**config.mk**
```make
export PLATFORM = sky130hd
export DESIGN_NAME = keyed_table_extract_min
export DESIGN_NICKNAME = d
export VERILOG_FILES = /design/src/hw/rtl/kte_pkg.sv /design/src/hw/rtl/keyed_table_extract_min.sv /design/src/hw/rtl/kte_ctrl.sv /design/src/hw/rtl/kte_dpath.sv
export SDC_FILE = /design/constraint.sdc
export NUM_CORES = 2
export LEC_CHECK = 0
export BUFFER_PORTS_ARGS = -buffer_cell sky130_fd_sc_hd__buf_2
export CAP_MARGIN = 25
export CORE_MARGIN = 2
export CORE_UTILIZATION = 60
export DETAILED_ROUTE_END_ITERATION = 12
export HOLD_SLACK_MARGIN = 0.12
export PLACE_DENSITY = 0.88
export SETUP_SLACK_MARGIN = 0.3
export SKIP_CTS_REPAIR_TIMING = 1
export SLEW_MARGIN = 5
export SYNTH_ARGS = -nofsm -noshare
export SYNTH_HDL_FRONTEND = slang
export SYNTH_SLANG_ARGS = --single-unit
```
**constraint.sdc**
```tcl
create_clock -name aclk -period 20.2 [get_ports aclk]
set_input_delay 1.01 -clock aclk [delete_from_list [all_inputs] [get_ports aclk]]
set_output_delay 1.01 -clock aclk [all_outputs]
set_load 0.01 [all_outputs]
```
**src/hw/rtl/kte_pkg.sv**
```systemverilog
package kte_pkg;

    localparam int DEPTH     = 16;
    localparam int KEY_BITS  = 16;
    localparam int IDX_W     = $clog2(DEPTH);
    localparam int CNT_W     = $clog2(DEPTH + 1);
    localparam int FUNC_W    = 2;
    localparam int STATUS_W  = 3;
    localparam int FKEY_W    = 16;
    localparam int VALUE_W   = 32;
    localparam int S_TDATA_W = 56;
    localparam int M_TDATA_W = 56;

    localparam logic [FUNC_W-1:0] FUNC_INSERT  = 2'd0;
    localparam logic [FUNC_W-1:0] FUNC_DELETE  = 2'd1;
    localparam logic [FUNC_W-1:0] FUNC_EXTRACT = 2'd2;

    localparam logic [STATUS_W-1:0] ST_INSERTED = 3'd0;
    localparam logic [STATUS_W-1:0] ST_UPDATED  = 3'd1;
    localparam logic [STATUS_W-1:0] ST_REMOVED  = 3'd2;
    localparam logic [STATUS_W-1:0] ST_NOTFOUND = 3'd3;
    localparam logic [STATUS_W-1:0] ST_FULL     = 3'd4;
    localparam logic [STATUS_W-1:0] ST_EMPTY    = 3'd5;

    typedef struct packed {
        logic load;
        logic step;
        logic commit;
    } kte_cmd_t;

    typedef struct packed {
        logic cnt_zero;
        logic scan_last;
        logic out_full;
    } kte_sts_t;

endpackage

```
**src/hw/rtl/keyed_table_extract_min.sv**
```systemverilog
// Channel  Direction  Ports                          Item
// s_       in         s_tvalid s_tready s_tdata      one operation
// m_       out        m_tvalid m_tready m_tdata      one result
//
// An item is taken in, then the stored entries are scanned one by one in the sequential
// key/minimum scan (skipped when the table is empty), then the table is updated.
// aresetn is synchronous, active low; it empties the table and drops any result.
// A result waits in the output register while the next item is taken and scanned;
// only the update step stalls while m_tready holds the old result.
module keyed_table_extract_min (
    input  logic                          aclk,
    input  logic                          aresetn,
    input  logic                          s_tvalid,
    output logic                          s_tready,
    // func[1:0], key[17:2], data_value[49:18], zero pad
    input  logic [kte_pkg::S_TDATA_W-1:0] s_tdata,
    output logic                          m_tvalid,
    input  logic                          m_tready,
    // status[2:0], found_key[18:3], found_value[50:19], zero pad
    output logic [kte_pkg::M_TDATA_W-1:0] m_tdata
);

    kte_pkg::kte_cmd_t cmd;
    kte_pkg::kte_sts_t sts;

    kte_ctrl u_ctrl (
        .aclk     (aclk),
        .aresetn  (aresetn),
        .s_tvalid (s_tvalid),
        .s_tready (s_tready),
        .sts      (sts),
        .cmd      (cmd)
    );

    kte_dpath u_dpath (
        .aclk     (aclk),
        .aresetn  (aresetn),
        .cmd      (cmd),
        .sts      (sts),
        .s_tdata  (s_tdata),
        .m_tready (m_tready),
        .m_tvalid (m_tvalid),
        .m_tdata  (m_tdata)
    );

endmodule

```
**src/hw/rtl/kte_ctrl.sv**
```systemverilog
module kte_ctrl (
    input  logic              aclk,
    input  logic              aresetn,
    input  logic              s_tvalid,
    output logic              s_tready,
    input  kte_pkg::kte_sts_t sts,
    output kte_pkg::kte_cmd_t cmd
);

    typedef enum logic [1:0] {
        S_IDLE,
        S_SCAN,
        S_COMMIT
    } state_t;

    state_t state_reg, state_next;
    logic   s_tready_reg, s_tready_next;

    always_comb begin
        cmd.load   = s_tvalid && s_tready_reg;
        cmd.step   = (state_reg == S_SCAN);
        cmd.commit = (state_reg == S_COMMIT) && !sts.out_full;
    end

    always_comb begin
        state_next    = state_reg;
        s_tready_next = s_tready_reg;
        case (state_reg)
            S_IDLE: begin
                if (cmd.load) begin
                    state_next    = sts.cnt_zero ? S_COMMIT : S_SCAN;
                    s_tready_next = 1'b0;
                end
            end
            S_SCAN: begin
                if (sts.scan_last) begin
                    state_next = S_COMMIT;
                end
            end
            S_COMMIT: begin
                if (!sts.out_full) begin
                    state_next    = S_IDLE;
                    s_tready_next = 1'b1;
                end
            end
            default: begin
                state_next    = S_IDLE;
                s_tready_next = 1'b1;
            end
        endcase
    end

    always_ff @(posedge aclk) begin
        if (!aresetn) begin
            state_reg    <= S_IDLE;
            s_tready_reg <= 1'b1;
        end else begin
            state_reg    <= state_next;
            s_tready_reg <= s_tready_next;
        end
    end

    assign s_tready = s_tready_reg;

endmodule

```
**src/hw/rtl/kte_dpath.sv**
```systemverilog
module kte_dpath (
    input  logic                             aclk,
    input  logic                             aresetn,
    input  kte_pkg::kte_cmd_t                cmd,
    output kte_pkg::kte_sts_t                sts,
    input  logic [kte_pkg::S_TDATA_W-1:0]    s_tdata,
    input  logic                             m_tready,
    output logic                             m_tvalid,
    output logic [kte_pkg::M_TDATA_W-1:0]    m_tdata
);

    logic [kte_pkg::KEY_BITS-1:0]       key_reg  [kte_pkg::DEPTH];
    logic [kte_pkg::KEY_BITS-1:0]       key_next [kte_pkg::DEPTH];
    logic signed [kte_pkg::VALUE_W-1:0] val_reg  [kte_pkg::DEPTH];
    logic signed [kte_pkg::VALUE_W-1:0] val_next [kte_pkg::DEPTH];
    logic [kte_pkg::CNT_W-1:0]          count_reg, count_next;

    logic [kte_pkg::FUNC_W-1:0]         func_reg;
    logic [kte_pkg::KEY_BITS-1:0]       kin_reg;
    logic signed [kte_pkg::VALUE_W-1:0] vin_reg;
    logic [kte_pkg::IDX_W-1:0]          idx_reg;
    logic                               hit_reg;
    logic [kte_pkg::IDX_W-1:0]          pos_reg;
    logic [kte_pkg::KEY_BITS-1:0]       min_key_reg;
    logic signed [kte_pkg::VALUE_W-1:0] min_val_reg;

    logic                               m_tvalid_reg;
    logic [kte_pkg::STATUS_W-1:0]       out_status_reg;
    logic [kte_pkg::FKEY_W-1:0]         out_key_reg;
    logic signed [kte_pkg::VALUE_W-1:0] out_val_reg;

    logic [kte_pkg::FUNC_W-1:0]         in_func;
    logic [kte_pkg::KEY_BITS-1:0]       in_key;
    logic signed [kte_pkg::VALUE_W-1:0] in_val;

    logic [kte_pkg::KEY_BITS-1:0]       cur_key;
    logic signed [kte_pkg::VALUE_W-1:0] cur_val;
    logic                               key_eq;
    logic                               val_lt;
    logic                               full;

    logic [kte_pkg::STATUS_W-1:0]       res_status;
    logic [kte_pkg::FKEY_W-1:0]         res_key;
    logic signed [kte_pkg::VALUE_W-1:0] res_val;
    logic                               do_ins;
    logic                               do_upd;
    logic                               do_rem;

    assign in_func = s_tdata[1:0];
    assign in_key  = kte_pkg::KEY_BITS'(s_tdata[17:2]);
    assign in_val  = signed'(s_tdata[49:18]);

    assign cur_key = key_reg[idx_reg];
    assign cur_val = val_reg[idx_reg];
    assign key_eq  = (cur_key == kin_reg);
    assign val_lt  = (idx_reg == '0) || (cur_val < min_val_reg);
    assign full    = (count_reg == kte_pkg::CNT_W'(kte_pkg::DEPTH));

    assign sts.cnt_zero  = (count_reg == '0);
    assign sts.scan_last = (idx_reg == kte_pkg::IDX_W'(count_reg - kte_pkg::CNT_W'(1)));
    assign sts.out_full  = m_tvalid_reg && !m_tready;

    always_comb begin
        res_status = kte_pkg::ST_NOTFOUND;
        res_key    = '0;
        res_val    = '0;
        do_ins     = 1'b0;
        do_upd     = 1'b0;
        do_rem     = 1'b0;
        case (func_reg)
            kte_pkg::FUNC_INSERT: begin
                if (hit_reg) begin
                    res_status = kte_pkg::ST_UPDATED;
                    do_upd     = 1'b1;
                end else if (full) begin
                    res_status = kte_pkg::ST_FULL;
                end else begin
                    res_status = kte_pkg::ST_INSERTED;
                    do_ins     = 1'b1;
                end
            end
            kte_pkg::FUNC_DELETE: begin
                if (hit_reg) begin
                    res_status = kte_pkg::ST_REMOVED;
                    do_rem     = 1'b1;
                end
            end
            kte_pkg::FUNC_EXTRACT: begin
                if (sts.cnt_zero) begin
                    res_status = kte_pkg::ST_EMPTY;
                end else begin
                    res_status = kte_pkg::ST_REMOVED;
                    res_key    = kte_pkg::FKEY_W'(min_key_reg);
                    res_val    = min_val_reg;
                    do_rem     = 1'b1;
                end
            end
            default: begin
            end
        endcase
    end

    always_comb begin
        key_next   = key_reg;
        val_next   = val_reg;
        count_next = count_reg;
        if (cmd.commit && do_ins) begin
            key_next[0] = kin_reg;
            val_next[0] = vin_reg;
            for (int i = 1; i < kte_pkg::DEPTH; i++) begin
                key_next[i] = key_reg[i-1];
                val_next[i] = val_reg[i-1];
            end
            count_next = count_reg + kte_pkg::CNT_W'(1);
        end
        if (cmd.commit && do_upd) begin
            for (int i = 0; i < kte_pkg::DEPTH; i++) begin
                if (kte_pkg::IDX_W'(i) == pos_reg) begin
                    val_next[i] = vin_reg;
                end
            end
        end
        if (cmd.commit && do_rem) begin
            for (int i = 0; i < kte_pkg::DEPTH - 1; i++) begin
                if (kte_pkg::IDX_W'(i) >= pos_reg) begin
                    key_next[i] = key_reg[i+1];
                    val_next[i] = val_reg[i+1];
                end
            end
            count_next = count_reg - kte_pkg::CNT_W'(1);
        end
    end

    always_ff @(posedge aclk) begin
        key_reg <= key_next;
        val_reg <= val_next;
    end

    always_ff @(posedge aclk) begin
        if (cmd.load) begin
            func_reg <= in_func;
            kin_reg  <= in_key;
            vin_reg  <= in_val;
            idx_reg  <= '0;
            hit_reg  <= 1'b0;
        end else if (cmd.step) begin
            if (func_reg == kte_pkg::FUNC_EXTRACT) begin
                if (val_lt) begin
                    pos_reg     <= idx_reg;
                    min_key_reg <= cur_key;
                    min_val_reg <= cur_val;
                end
            end else if (!hit_reg && key_eq) begin
                hit_reg <= 1'b1;
                pos_reg <= idx_reg;
            end
            idx_reg <= idx_reg + kte_pkg::IDX_W'(1);
        end
        if (cmd.commit) begin
            out_status_reg <= res_status;
            out_key_reg    <= res_key;
            out_val_reg    <= res_val;
        end
    end

    always_ff @(posedge aclk) begin
        if (!aresetn) begin
            count_reg    <= '0;
            m_tvalid_reg <= 1'b0;
        end else begin
            count_reg <= count_next;
            if (cmd.commit) begin
                m_tvalid_reg <= 1'b1;
            end else if (m_tready) begin
                m_tvalid_reg <= 1'b0;
            end
        end
    end

    assign m_tvalid = m_tvalid_reg;
    assign m_tdata  = {5'b0, out_val_reg, out_key_reg, out_status_reg};

endmodule

```
==> run metrics <==
die area=82700 um^2; Avg Inst Size Synth=8.38 um^2; top_reg_cell synth=dfxtp_1; global route overflow=0; area grow syn2layout=7.83%; Setup CP Type=flop to flop; Max stage delay on crit path=930 ps; GR peak layer=met2; Worst Path Required=20820 ps; vias=43400; Clk Latency, worst-skew pair=720 ps; number of synthesized flops with an enable pin=169; Seq/Total Area, Yosys=42.3%; starting DRC count in detailed routing=6748; cell mode on critical path=buf_4; mux contribution to synthesized area=17.3%; flop-to-flop setup slack=14170 ps; Worst EP arrival=6640 ps; Setup crit start kind=flop; share of cells above drive strength 1=10.3%; post-synthesis compound-gate area fraction=18.3%; largest fanout on the critical path=94; Num CTS Buffers=95; met2 Usage GRT=51.6%; number of diodes=0; number of flip-flops in the largest register=512; Final #Nets=5614; critical-path cell list=inv_1, ha_1, nand3_1, nand4b_1, buf_4, buf_4, buf_4, buf_16, buf_4, buf_4, nand2_1, a21oi_1, a21oi_1, o21ai_0; slowest stage cell, crit path=buf_4; initial antenna violation count=1; Final Hold Fails=0; Critical Path End Type=flop; FILL cells=5953; Core ar.=80000 um^2; routability cong.=0.864; post-synthesis instance area=48300 um^2; DR vias/cell=6.52; H-tree Lvls=3; drt pass-1 iters=9; XOR/XNOR share of the synthesized area=0.599%; Synth Area in Adders=1.01%; LEAKAGE=19.2 nW; PD cells=93.1 nW/um^2; Synth area leaders=dfxtp_1 (32%), nand2_1 (13%), edfxtp_1 (11%); root buffer cell=clkbuf_16; FFs w/ async S/R, synth=0%; I/O Pins=118; CTS Sinks=935; wire length per cell=21.5 um; crit path time final=6030 ps; starting density of the core=60.3%; Placement Rows=104; status=completed; Mapped Cells=5759; post-synthesis register bit count=935; Slew HR=24.9%; post-synthesis simple-gate area fraction=15.5%; largest net degree at the start of global routing=219; die width=288 um; Total Power=4.85 mW; DR DRC count=0; period utilization=29.8%; CTS Buffer Depth=3; final setup fails=0; # port buffers=106; Routed WL=143000 um; Cell variety after synth=64; Worst VDD drop=74.5 uV; Synth area leader=dfxtp_1; Pins Over Slew Limit=0; Sum Neg Setup Slack=0 ps; met3 Use GR=10.4%; clock-pin slew on the worst setup and hold paths=70 ps; RSZ-0062 raised after global routing=false; die height=288 um; first-pass GRT wire length=219000 um; largest family of logic cells by synthesized area=compound AO/OA/AOI/OAI gates; gr usage total=33.5%; Fmax=166 MHz; Routed Antenna Nets=0; Worst-Margin Slew=1120 ps; Worst Hold Class=flop to flop; Detailed Place HPWL=76800 um; max-cap viol count=0; CTS tree=done; Yosys top cell area share=31.8%; vias in the first global route=40800; Yosys Warn Count=0; Fin Clk Skew=69.8 ps; met1 GRT Util=42.9%
Yosys cell counts, types with 3 or more instances:
library cell / n
or2_2: 8
inv_1: 42
mux4_1: 18
a21oi_1: 958
and2_1: 23
nand3_1: 14
buf_4: 8
ha_1: 39
o21ai_0: 682
nor2b_1: 5
xnor2_1: 12
edfxtp_1: 169
inv_2: 3
o21a_1: 4
a22oi_1: 6
dfxtp_1: 766
nor3_1: 43
clkbuf_1: 301
mux4_2: 199
buf_1: 38
o221ai_1: 3
nor4b_1: 5
nand3b_1: 3
buf_2: 171
mux2i_1: 338
nor4_1: 6
nand2b_1: 10
nand4_1: 7
o21ai_1: 35
nor2_1: 86
o31ai_1: 4
nand2_1: 1663
nand4b_1: 7
buf_6: 3
xor2_1: 21
a31oi_1: 23
metrics by stage:
stage | utilization, % | hold slack (ps) | std cells | instance area, um^2 | worst slack, ps
6_report | 65.0 | 434 | 6656 | 52000 | 14170
5_1_grt | 65.0 | 458 | 6656 | 52000 | 13910
3_3_place_gp | 60.9 | 445 | 6472 | 48700 | 13720
2_1_floorplan | - | 403 | 5763 | 48300 | 12810
4_1_cts | 64.9 | 437 | 6652 | 52000 | 14330
3_5_place_dp | 60.9 | 463 | 6474 | 48800 | 13850
routing by layer:
| layer | up-vias | routed length (um) |
|---|---|---|
| met5 | - | 0 |
| met4 | 0 | 6190 |
| met2 | 3132 | 64100 |
| met1 | 20100 | 52600 |
| li1 | 19600 | - |
| met3 | 590 | 20300 |
final cells by class:
class	count	area, um^2	area share, %
clock buffers	142	2770	5.32
clock inverters	36	425	0.817
inverters	46	180	0.346
multi-input cells	4258	25700	49.4
flip-flops and latches	935	20400	39.2
well taps	1060	1330	2.55
repair buffers	179	1200	2.30
layout by cell type (no fill, tap or decap), drive strengths merged, types with 8 or more instances in the layout:
cell type,count
buf,179
nand2,1663
nor2,87
xnor2,12
nand2b,10
a31oi,23
nor3,45
nand3,15
and2,23
or2,8
o21ai,717
clkbuf,142
dfxtp,766
xor2,21
mux2i,339
inv,50
a21oi,958
mux4,217
edfxtp,169
clkinv,25
ha,39
worst max-delay path: cells and delay by family (launching register included):
kind | cells | cell delay [ps]
buffers and inverters | 7 | 4190
AO/OA/AOI/OAI | 3 | 450
AND/OR/NAND/NOR | 3 | 380
flip-flops | 1 | 350
adder cells (fa/ha/maj) | 1 | 260
logic make-up (layout without fill, tap and decap cells):
kind of cell    after synthesis  in the layout
flops                       935            935
buf+inv                     570            403
simple gates               1892           1892
mux                         556            556
compound gates             1733           1733
xor+xnor                     33             33
other cells                   1              5
fa+ha+maj                    39             39
power by group:
group	internal [mW]	switching, mW	leakage (nW)
Sequential	2.12	0.215	7.80
Clock	1.01	0.786	1.56
Combinational	0.332	0.383	9.87
Total	3.46	1.38	19.2
path summary, 6_finish.rpt:
path | start | to | cells after the start
worst min-delay path | u_dpath.key_reg[170]$_DFF_P_ | u_dpath.key_reg[186]$_DFF_P_ | 2
worst max-delay path | u_dpath.count_reg[0]$_SDFFE_PN0P_ | u_dpath.val_reg[391]$_DFF_P_ | 14
worst min register to register | u_dpath.key_reg[170]$_DFF_P_ | u_dpath.key_reg[186]$_DFF_P_ | 2
worst max register to register | u_dpath.count_reg[0]$_SDFFE_PN0P_ | u_dpath.val_reg[391]$_DFF_P_ | 14
No activity file was read; power rests on OpenSTA's default activity.
